### config.mk
export PLATFORM = sky130hd
export DESIGN_NAME = utf8_last_char_hangul_final_check_top
export DESIGN_NICKNAME = d
export VERILOG_FILES = /design/src/hw/rtl/ulhfc_pkg.sv /design/src/hw/rtl/ulhfc_hangul.sv /design/src/hw/rtl/ulhfc_decoder.sv /design/src/hw/rtl/utf8_last_char_hangul_final_check_top.sv
export VERILOG_INCLUDE_DIRS = /design/src /design/src/hw/rtl
export SDC_FILE = /design/constraint.sdc
export NUM_CORES = 1
export LEC_CHECK = 0
export BUFFER_PORTS_ARGS = -buffer_cell sky130_fd_sc_hd__buf_2
export CAP_MARGIN = 20
export CORE_ASPECT_RATIO = 1.2
export CORE_MARGIN = 2
export CORE_UTILIZATION = 68
export CTS_BUF_LIST = sky130_fd_sc_hd__clkbuf_2
export CTS_CLUSTER_SIZE = 30
export DETAILED_ROUTE_END_ITERATION = 6
export GPL_ROUTABILITY_DRIVEN = 1
export PLACE_DENSITY_LB_ADDON = 0.2
export SYNTH_ARGS = -nofsm -noshare
export SYNTH_HDL_FRONTEND = slang
export SYNTH_HIERARCHICAL = 1
export SYNTH_SLANG_ARGS = --single-unit
export TNS_END_PERCENT = 30
### constraint.sdc
create_clock -name i_clk -period 16.4 [get_ports i_clk]
set_input_delay 2.46 -clock i_clk [delete_from_list [all_inputs] [get_ports i_clk]]
set_output_delay 2.46 -clock i_clk [all_outputs]
set_load 0.02 [all_outputs]
### src/hw/rtl/utf8_last_char_hangul_final_check_top_defines.svh
// Assertion macros for the UTF-8 last-character Hangul check block.
`ifndef UTF8_LAST_CHAR_HANGUL_FINAL_CHECK_TOP_DEFINES_SVH
`define UTF8_LAST_CHAR_HANGUL_FINAL_CHECK_TOP_DEFINES_SVH

`ifndef NO_ASSERTIONS

// Same-cycle implication under clock and active-low reset.
`define ULHFC_ASSERT_IMPLY(label, clk, rst_n, ante, cons) \
    label: assert property (@(posedge clk) disable iff (!rst_n) (ante) |-> (cons)) \
        else $error("assertion failed");

// Next-cycle implication under clock and active-low reset.
`define ULHFC_ASSERT_NEXT(label, clk, rst_n, ante, cons) \
    label: assert property (@(posedge clk) disable iff (!rst_n) (ante) |=> (cons)) \
        else $error("assertion failed");

`else

`define ULHFC_ASSERT_IMPLY(label, clk, rst_n, ante, cons)
`define ULHFC_ASSERT_NEXT(label, clk, rst_n, ante, cons)

`endif

`endif

### src/hw/rtl/ulhfc_pkg.sv
// Shared types, constants and decode functions for the UTF-8 last-character block.
package ulhfc_pkg;

    localparam int CP_W = 21;

    localparam logic [7:0] ASCII_LIMIT = 8'h80;
    localparam logic [7:0] LEAD2_MASK  = 8'he0;
    localparam logic [7:0] LEAD2_CODE  = 8'hc0;
    localparam logic [7:0] LEAD3_MASK  = 8'hf0;
    localparam logic [7:0] LEAD3_CODE  = 8'he0;
    localparam logic [7:0] LEAD4_MASK  = 8'hf8;
    localparam logic [7:0] LEAD4_CODE  = 8'hf0;

    localparam logic [CP_W-1:0] HANGUL_FIRST = 21'h00ac00;
    localparam logic [CP_W-1:0] HANGUL_LAST  = 21'h00d7a3;

    typedef struct packed {
        logic [7:0] text_byte;
        logic       word_end;
    } t_in_item;

    typedef struct packed {
        logic            has_final_consonant;
        logic [CP_W-1:0] last_code_point;
    } t_out_item;

    // Trailing bytes a lead byte takes; 0 when not a lead byte.
    function automatic logic [1:0] lead_len(input logic [7:0] b);
        logic [1:0] k;
        k = 2'd0;
        if ((b & LEAD2_MASK) == LEAD2_CODE) begin
            k = 2'd1;
        end else if ((b & LEAD3_MASK) == LEAD3_CODE) begin
            k = 2'd2;
        end else if ((b & LEAD4_MASK) == LEAD4_CODE) begin
            k = 2'd3;
        end
        return k;
    endfunction

    function automatic logic [CP_W-1:0] decode(
        input logic [7:0] lead,
        input logic [7:0] t0,
        input logic [7:0] t1,
        input logic [7:0] t2,
        input logic [1:0] n
    );
        logic [CP_W-1:0] cp;
        case (n)
            2'd1:    cp = {10'd0, lead[4:0], t0[5:0]};
            2'd2:    cp = {5'd0, lead[3:0], t0[5:0], t1[5:0]};
            default: cp = {lead[2:0], t0[5:0], t1[5:0], t2[5:0]};
        endcase
        return cp;
    endfunction

    // Re-decode the bytes held after a cut-short lead (at most two of them).
    function automatic logic [CP_W-1:0] rescan(
        input logic [7:0]      b0,
        input logic [7:0]      b1,
        input logic [1:0]      n,
        input logic [CP_W-1:0] last
    );
        logic [CP_W-1:0] r;
        r = last;
        case (n)
            2'd1: begin
                if (b0 < ASCII_LIMIT) r = {13'd0, b0};
            end
            2'd2: begin
                if (lead_len(b0) == 2'd1) begin
                    r = decode(b0, b1, 8'h00, 8'h00, 2'd1);
                end else if (b1 < ASCII_LIMIT) begin
                    r = {13'd0, b1};
                end else if (b0 < ASCII_LIMIT) begin
                    r = {13'd0, b0};
                end
            end
            default: ;
        endcase
        return r;
    endfunction

endpackage

### src/hw/rtl/ulhfc_hangul.sv
// Hangul syllable final-consonant test on one code point.
module ulhfc_hangul (
    input  logic [ulhfc_pkg::CP_W-1:0] i_cp,
    output logic                       o_final
);

    logic [ulhfc_pkg::CP_W-1:0] off_full;
    logic [13:0]                off;
    logic [11:0]                q;
    logic [4:0]                 s1;
    logic [3:0]                 s2;
    logic                       in_range;
    logic                       mod28_zero;

    // offset < 11172 fits 14 bits; mod 28 = (mod 4) and (mod 7 of offset/4)
    assign in_range = (i_cp >= ulhfc_pkg::HANGUL_FIRST) && (i_cp <= ulhfc_pkg::HANGUL_LAST);
    assign off_full = i_cp - ulhfc_pkg::HANGUL_FIRST;
    assign off      = off_full[13:0];
    assign q        = off[13:2];

    // 8 == 1 mod 7: fold octal digits
    assign s1 = 5'(q[2:0]) + 5'(q[5:3]) + 5'(q[8:6]) + 5'(q[11:9]);
    assign s2 = 4'(s1[2:0]) + 4'(s1[4:3]);

    assign mod28_zero = (off[1:0] == 2'd0) && ((s2 == 4'd0) || (s2 == 4'd7));
    assign o_final    = in_range && !mod28_zero;

endmodule

### src/hw/rtl/ulhfc_decoder.sv
// Per-byte lenient UTF-8 decode state and end-of-word code point.
module ulhfc_decoder (
    input  logic                       i_clk,
    input  logic                       i_rst_n,
    input  logic                       i_fire,
    input  ulhfc_pkg::t_in_item        i_item,
    output logic [ulhfc_pkg::CP_W-1:0] o_cp,
    output logic                       o_idle
);

    logic [7:0]                 r_held [3];
    logic [1:0]                 r_held_cnt;
    logic [1:0]                 r_need;
    logic [7:0]                 r_lead;
    logic [ulhfc_pkg::CP_W-1:0] r_last;

    logic [7:0]                 n_held [3];
    logic [1:0]                 n_held_cnt;
    logic [1:0]                 n_need;
    logic [7:0]                 n_lead;
    logic [ulhfc_pkg::CP_W-1:0] n_last;
    logic [7:0]                 b;
    logic [1:0]                 k;

    assign b = i_item.text_byte;
    assign k = ulhfc_pkg::lead_len(b);

    always_comb begin
        n_held     = r_held;
        n_held_cnt = r_held_cnt;
        n_need     = r_need;
        n_lead     = r_lead;
        n_last     = r_last;
        if (r_need != 2'd0) begin
            case (r_held_cnt)
                2'd0: begin
                    n_held[0] = b;
                end
                2'd1: begin
                    n_held[1] = b;
                end
                2'd2: begin
                    n_held[2] = b;
                end
                default: ;
            endcase
            if (r_held_cnt != 2'd3) n_held_cnt = r_held_cnt + 2'd1;
            if (n_held_cnt >= r_need) begin
                n_last     = ulhfc_pkg::decode(r_lead, n_held[0], n_held[1], n_held[2],
                                               r_need);
                n_need     = 2'd0;
                n_held_cnt = 2'd0;
            end
        end else if (b < ulhfc_pkg::ASCII_LIMIT) begin
            n_last = {13'd0, b};
        end else if (k != 2'd0) begin
            n_lead     = b;
            n_need     = k;
            n_held_cnt = 2'd0;
        end
    end

    // cut-short sequence at word end: drop the lead, re-decode what it held
    assign o_cp = (n_need != 2'd0)
                ? ulhfc_pkg::rescan(n_held[0], n_held[1], n_held_cnt, n_last)
                : n_last;

    assign o_idle = (r_need == 2'd0) && (r_held_cnt == 2'd0) && (r_last == '0);

    always_ff @(posedge i_clk) begin
        if (!i_rst_n) begin
            r_held     <= '{default: 8'h00};
            r_held_cnt <= 2'd0;
            r_need     <= 2'd0;
            r_lead     <= 8'h00;
            r_last     <= '0;
        end else if (i_fire) begin
            if (i_item.word_end) begin
                r_held     <= '{default: 8'h00};
                r_held_cnt <= 2'd0;
                r_need     <= 2'd0;
                r_lead     <= 8'h00;
                r_last     <= '0;
            end else begin
                r_held     <= n_held;
                r_held_cnt <= n_held_cnt;
                r_need     <= n_need;
                r_lead     <= n_lead;
                r_last     <= n_last;
            end
        end
    end

endmodule

### src/hw/rtl/utf8_last_char_hangul_final_check_top.sv
// Top level: UTF-8 word last-character decode with Hangul final-consonant flag.
//
// Bytes of a word arrive one per input transaction, word_end set on the
// final byte, and the block returns one output transaction per word: the
// last code point found by lenient UTF-8 decoding (0 if none) and a flag
// that is set when that code point is a Hangul syllable with a final
// consonant. Throughput is one byte per cycle while the output is not
// stalled: a byte is captured in an input register, its decode step (state
// update, end-of-word re-decode of a cut-short sequence, and the Hangul
// mod-28 test) runs in shallow combinational logic, and the result lands in
// an output register. The final byte's result passes through the input
// register and then the output register before it is visible.
// Bytes that do not end a word produce no output. A stalled output holds
// back the byte stage, and the input is still taken when that stage drains
// in the same cycle. State clears after every word; empty words are never
// sent.
`include "utf8_last_char_hangul_final_check_top_defines.svh"

module utf8_last_char_hangul_final_check_top (
    input  logic                   i_clk,
    input  logic                   i_rst_n,
    input  logic                   i_in_valid,
    output logic                   o_in_ready,
    input  ulhfc_pkg::t_in_item    i_in_item,
    output logic                   o_out_valid,
    input  logic                   i_out_ready,
    output ulhfc_pkg::t_out_item   o_out_item
);

    // byte stage
    logic                 r_in_vld;
    ulhfc_pkg::t_in_item  r_in_item;

    // result stage
    logic                 r_out_vld;
    ulhfc_pkg::t_out_item r_out_item;
    ulhfc_pkg::t_out_item n_out_item;

    logic                       adv;     // result stage can take a new value
    logic                       fire;    // byte stage processes its byte
    logic [ulhfc_pkg::CP_W-1:0] cp;
    logic                       final_c;
    logic                       dec_idle;
    logic                       out_in_block;  // output code point is a syllable

    assign adv        = !r_out_vld || i_out_ready;
    assign fire       = r_in_vld && adv;
    assign o_in_ready = !r_in_vld || adv;

    always_ff @(posedge i_clk) begin
        if (!i_rst_n) begin
            r_in_vld <= 1'b0;
        end else if (o_in_ready) begin
            r_in_vld <= i_in_valid;
        end
    end

    always_ff @(posedge i_clk) begin
        if (o_in_ready && i_in_valid) begin
            r_in_item <= i_in_item;
        end
    end

    ulhfc_decoder u_dec (
        .i_clk   (i_clk),
        .i_rst_n (i_rst_n),
        .i_fire  (fire),
        .i_item  (r_in_item),
        .o_cp    (cp),
        .o_idle  (dec_idle)
    );

    ulhfc_hangul u_hangul (
        .i_cp    (cp),
        .o_final (final_c)
    );

    assign n_out_item.has_final_consonant = final_c;
    assign n_out_item.last_code_point     = cp;

    // only the word's final byte yields a transaction
    always_ff @(posedge i_clk) begin
        if (!i_rst_n) begin
            r_out_vld <= 1'b0;
        end else if (adv) begin
            r_out_vld <= fire && r_in_item.word_end;
        end
    end

    always_ff @(posedge i_clk) begin
        if (fire && r_in_item.word_end) begin
            r_out_item <= n_out_item;
        end
    end

    assign o_out_valid = r_out_vld;
    assign o_out_item  = r_out_item;

    assign out_in_block = (o_out_item.last_code_point >= ulhfc_pkg::HANGUL_FIRST)
                       && (o_out_item.last_code_point <= ulhfc_pkg::HANGUL_LAST);

    // end of word always produces a result next cycle
    `ULHFC_ASSERT_NEXT(a_end_gives_result, i_clk, i_rst_n, fire && r_in_item.word_end, o_out_valid)
    // decode state is clear once a word is finished
    `ULHFC_ASSERT_NEXT(a_state_clears, i_clk, i_rst_n, fire && r_in_item.word_end, dec_idle)
    // flag only for code points inside the Hangul syllable block
    `ULHFC_ASSERT_IMPLY(a_flag_range, i_clk, i_rst_n, o_out_valid && o_out_item.has_final_consonant, out_in_block)
    // a held byte is neither lost nor overwritten while the result stalls
    `ULHFC_ASSERT_NEXT(a_byte_held, i_clk, i_rst_n, r_in_vld && !fire, r_in_vld && $stable(r_in_item))

endmodule

==> results.yml <==
outcome:
  status: "finished clean"
layout:
  areaGrowthSynthToFinish_pct: 5.23
  layout-drive-gt1-share_pct: 12.4
  multi_input_area_um2: 2930
  fin_area_um2: 5490
  instances_no_fill: 665
  layout.nets: 603
  fillers: 602
  regArea_um2: 2010
  num_antenna_cells: 0
global_route:
  antenna_found_initial: 0
  grt_max_degree: 57
  grt_pass1_wl_mm: 22.5
  grt_pass1_vias: 4393
  grtUsageTotal_pct: 34.4
  grt-ovfl-total: 0
sta:
  period_share_pct: 49.3
  rsz0062_at_grt: "false"
  layout_min_cycle_time_ns: 8.08
  fin_setup_tns_ns: 0
  skew_ns: 0.0385
  relSlewSlack_pct: 27.3
  finalHoldViolCount: 0
  holdWs_ns: 0.509
  worst_pin_slew_ns: 1.09
  setup_violations: 0
  final_max_slew_viol_count: 0
  clock.fmax_ghz: 0.124
placed_design:
  gp_congestion: 0.914
  portBuffers: 36
  dp_hpwl_mm: 10.2
  place_area_um2: 5370
  placedCellCount: 648
worst_hold_path:
  hp-class: "flip-flop to flip-flop"
clocking:
  clkLatencyLatePin_ns: 0.55
  cts.sinks: 85
  cts_resized: 0
  clk_pin_slew_ns: 0.25
  cts_inserted_buffers: 9
  clk_root_buffer_cell: "clkbuf_2"
  cts_tree: "built"
  cts_hold_buffers: 0
  cts_setup_buffers: 0
  htreeDepth: 3
  cts_buffer_depth: 2
pwr:
  swShare_pct: 31.1
  total_leakage_power_nw: 1.91
  ir_worst_vdd_uv: 54.4
  p_sw_mw: 0.121
  comb_power_share_pct: 15.0
  clock_power_share_pct: 26.0
  p_per_area_nw_per_um2: 70.8
  seq_power_share_pct: 59.0
  p_int_mw: 0.267
critical_path:
  path_cells: "nand2b_1 > clkinv_1 > ha_1 > nor2b_1 > o21ai_1 > a2111oi_0 > ha_1 > a311o_1 > o21ba_2 > o22ai_1 > inv_1 > fa_1 > fa_1 > inv_1 > ha_1 > fa_1 > xor2_1 > ha_1 > fa_1 > and3_1 > nor3_1 > a2111oi_0 > a211oi_1"
  arrival_ns: 8.41
  critPathCaptureType: "flip-flop"
  start_kind: "flip-flop"
  crit_type: "flip-flop to flip-flop"
  cp_max_fo: 22
  rrSetupSlack_ns: 8.32
  crit_required_ns: 16.73
  crit_slowest_cell: "dfxtp_1"
  cpPeakStageDelay_ns: 0.85
yosys:
  syn_area_um2: 5210
  syn_nets: 590
  yosys_warnings: 6
  avgSynthCellArea_um2: 9.39
  synth_cells: 555
drt:
  wl_met2_mm: 6.88
  drtPass1Iterations: 5
  viasPerCell: 6.90
  drtIter0Drc: 444
  drc: 0
  wl_per_cell_um: 21.3
  wl_mm: 14.1
  dr.max_layer_used: "met4"
  wl_met3_mm: 1.08
  wl_met1_mm: 5.67
  postRouteAntennaNets: 0
  num_vias: 4590
floorplanning:
  die_w_um: 83.9
  row_count: 35
  io_pins: 37
  start_util_pct: 68.8
  coreArea_um2: 7580
  dieHeight_um: 99.9
  die_area_um2: 8390
run:
  maxCapViolations: 0
[power by group through the flow]
stage,Clock [mW],Combinational [mW],Sequential [mW]
2_1_floorplan,0,0.0420,0.231
3_3_place_gp,0,0.0536,0.233
3_5_place_dp,0,0.0569,0.233
4_1_cts,0.103,0.0571,0.229
5_1_grt,0.110,0.0644,0.230
6_report,0.101,0.0583,0.229
[registers in the layout, summed over array words and instances, names as in the netlist]
register / count
u_dec/r_last: 21
u_dec/r_need: 2
o_out_item: 22
o_out_valid: 1
u_dec/r_lead: 5
r_in_item: 9
r_in_vld: 1
u_dec/r_held: 22
u_dec/r_held_cnt: 2
[path summary, 6_finish.rpt]
kind              cells after the start        endpoint                start
setup / recovery                     23  o_out_item[21]  u_dec/r_held_cnt[1]
hold / removal                        2        r_in_vld             r_in_vld
setup reg to reg                     23  o_out_item[21]  u_dec/r_held_cnt[1]
hold reg to reg                       2        r_in_vld             r_in_vld
[critical path, delay by kind of cell (launching register included)]
family | cells | cell delay [ns]
DFF | 1 | 0.85
buffers and inverters | 3 | 0.46
adders and majority gates | 8 | 3.08
xor gates and xnor gates | 1 | 0.17
and+or+nand+nor | 4 | 0.77
AOI/OAI and AO/OA | 7 | 2.55
[layer usage]
metal | up-vias | global-route usage, %
li1 | 2096 | -
met1 | 2191 | 43.4
met2 | 259 | 59.0
met3 | 44 | 4.77
met4 | 0 | 15.5
met5 | - | 0
[cell type report]
| type | instances | share of cell area (%) |
|---|---|---|
| inverter | 30 | 2.05 |
| tap | 92 | 2.10 |
| sequential | 85 | 36.7 |
| timing repair buffer | 40 | 3.97 |
| multi-input combinational | 402 | 53.4 |
| clock buffer | 9 | 0.821 |
| clock inverter | 7 | 1.03 |
[stage by stage]
stage / util (%) / power, mW / worst slack, ns
2_1_floorplan: - / 0.273 / 9.36
3_3_place_gp: 70.9 / 0.287 / 8.79
3_5_place_dp: 70.9 / 0.290 / 8.39
4_1_cts: 72.2 / 0.389 / 8.40
5_1_grt: 72.4 / 0.404 / 7.77
6_report: 72.4 / 0.388 / 8.32
[layout by cell type, fill, tap and decap left out, drive strengths merged, types with 4 or more instances in the layout]
| cell | n |
|---|---|
| o22ai | 12 |
| nor2 | 18 |
| fa | 7 |
| o21ai | 33 |
| ha | 15 |
| nor3 | 14 |
| a21o | 5 |
| o211ai | 9 |
| a31oi | 5 |
| a21oi | 20 |
| and2 | 5 |
| o21a | 10 |
| a22oi | 34 |
| nor3b | 7 |
| buf | 40 |
| inv | 33 |
| nand2 | 21 |
| dfxtp | 54 |
| nand3 | 11 |
| a21boi | 8 |
| a221oi | 4 |
| mux2i | 24 |
| a211oi | 5 |
| nand3b | 9 |
| edfxtp | 31 |
| clkbuf | 9 |
| o22a | 5 |
| nor2b | 44 |
| nand2b | 16 |
No activity file was read; power rests on OpenSTA's default activity.
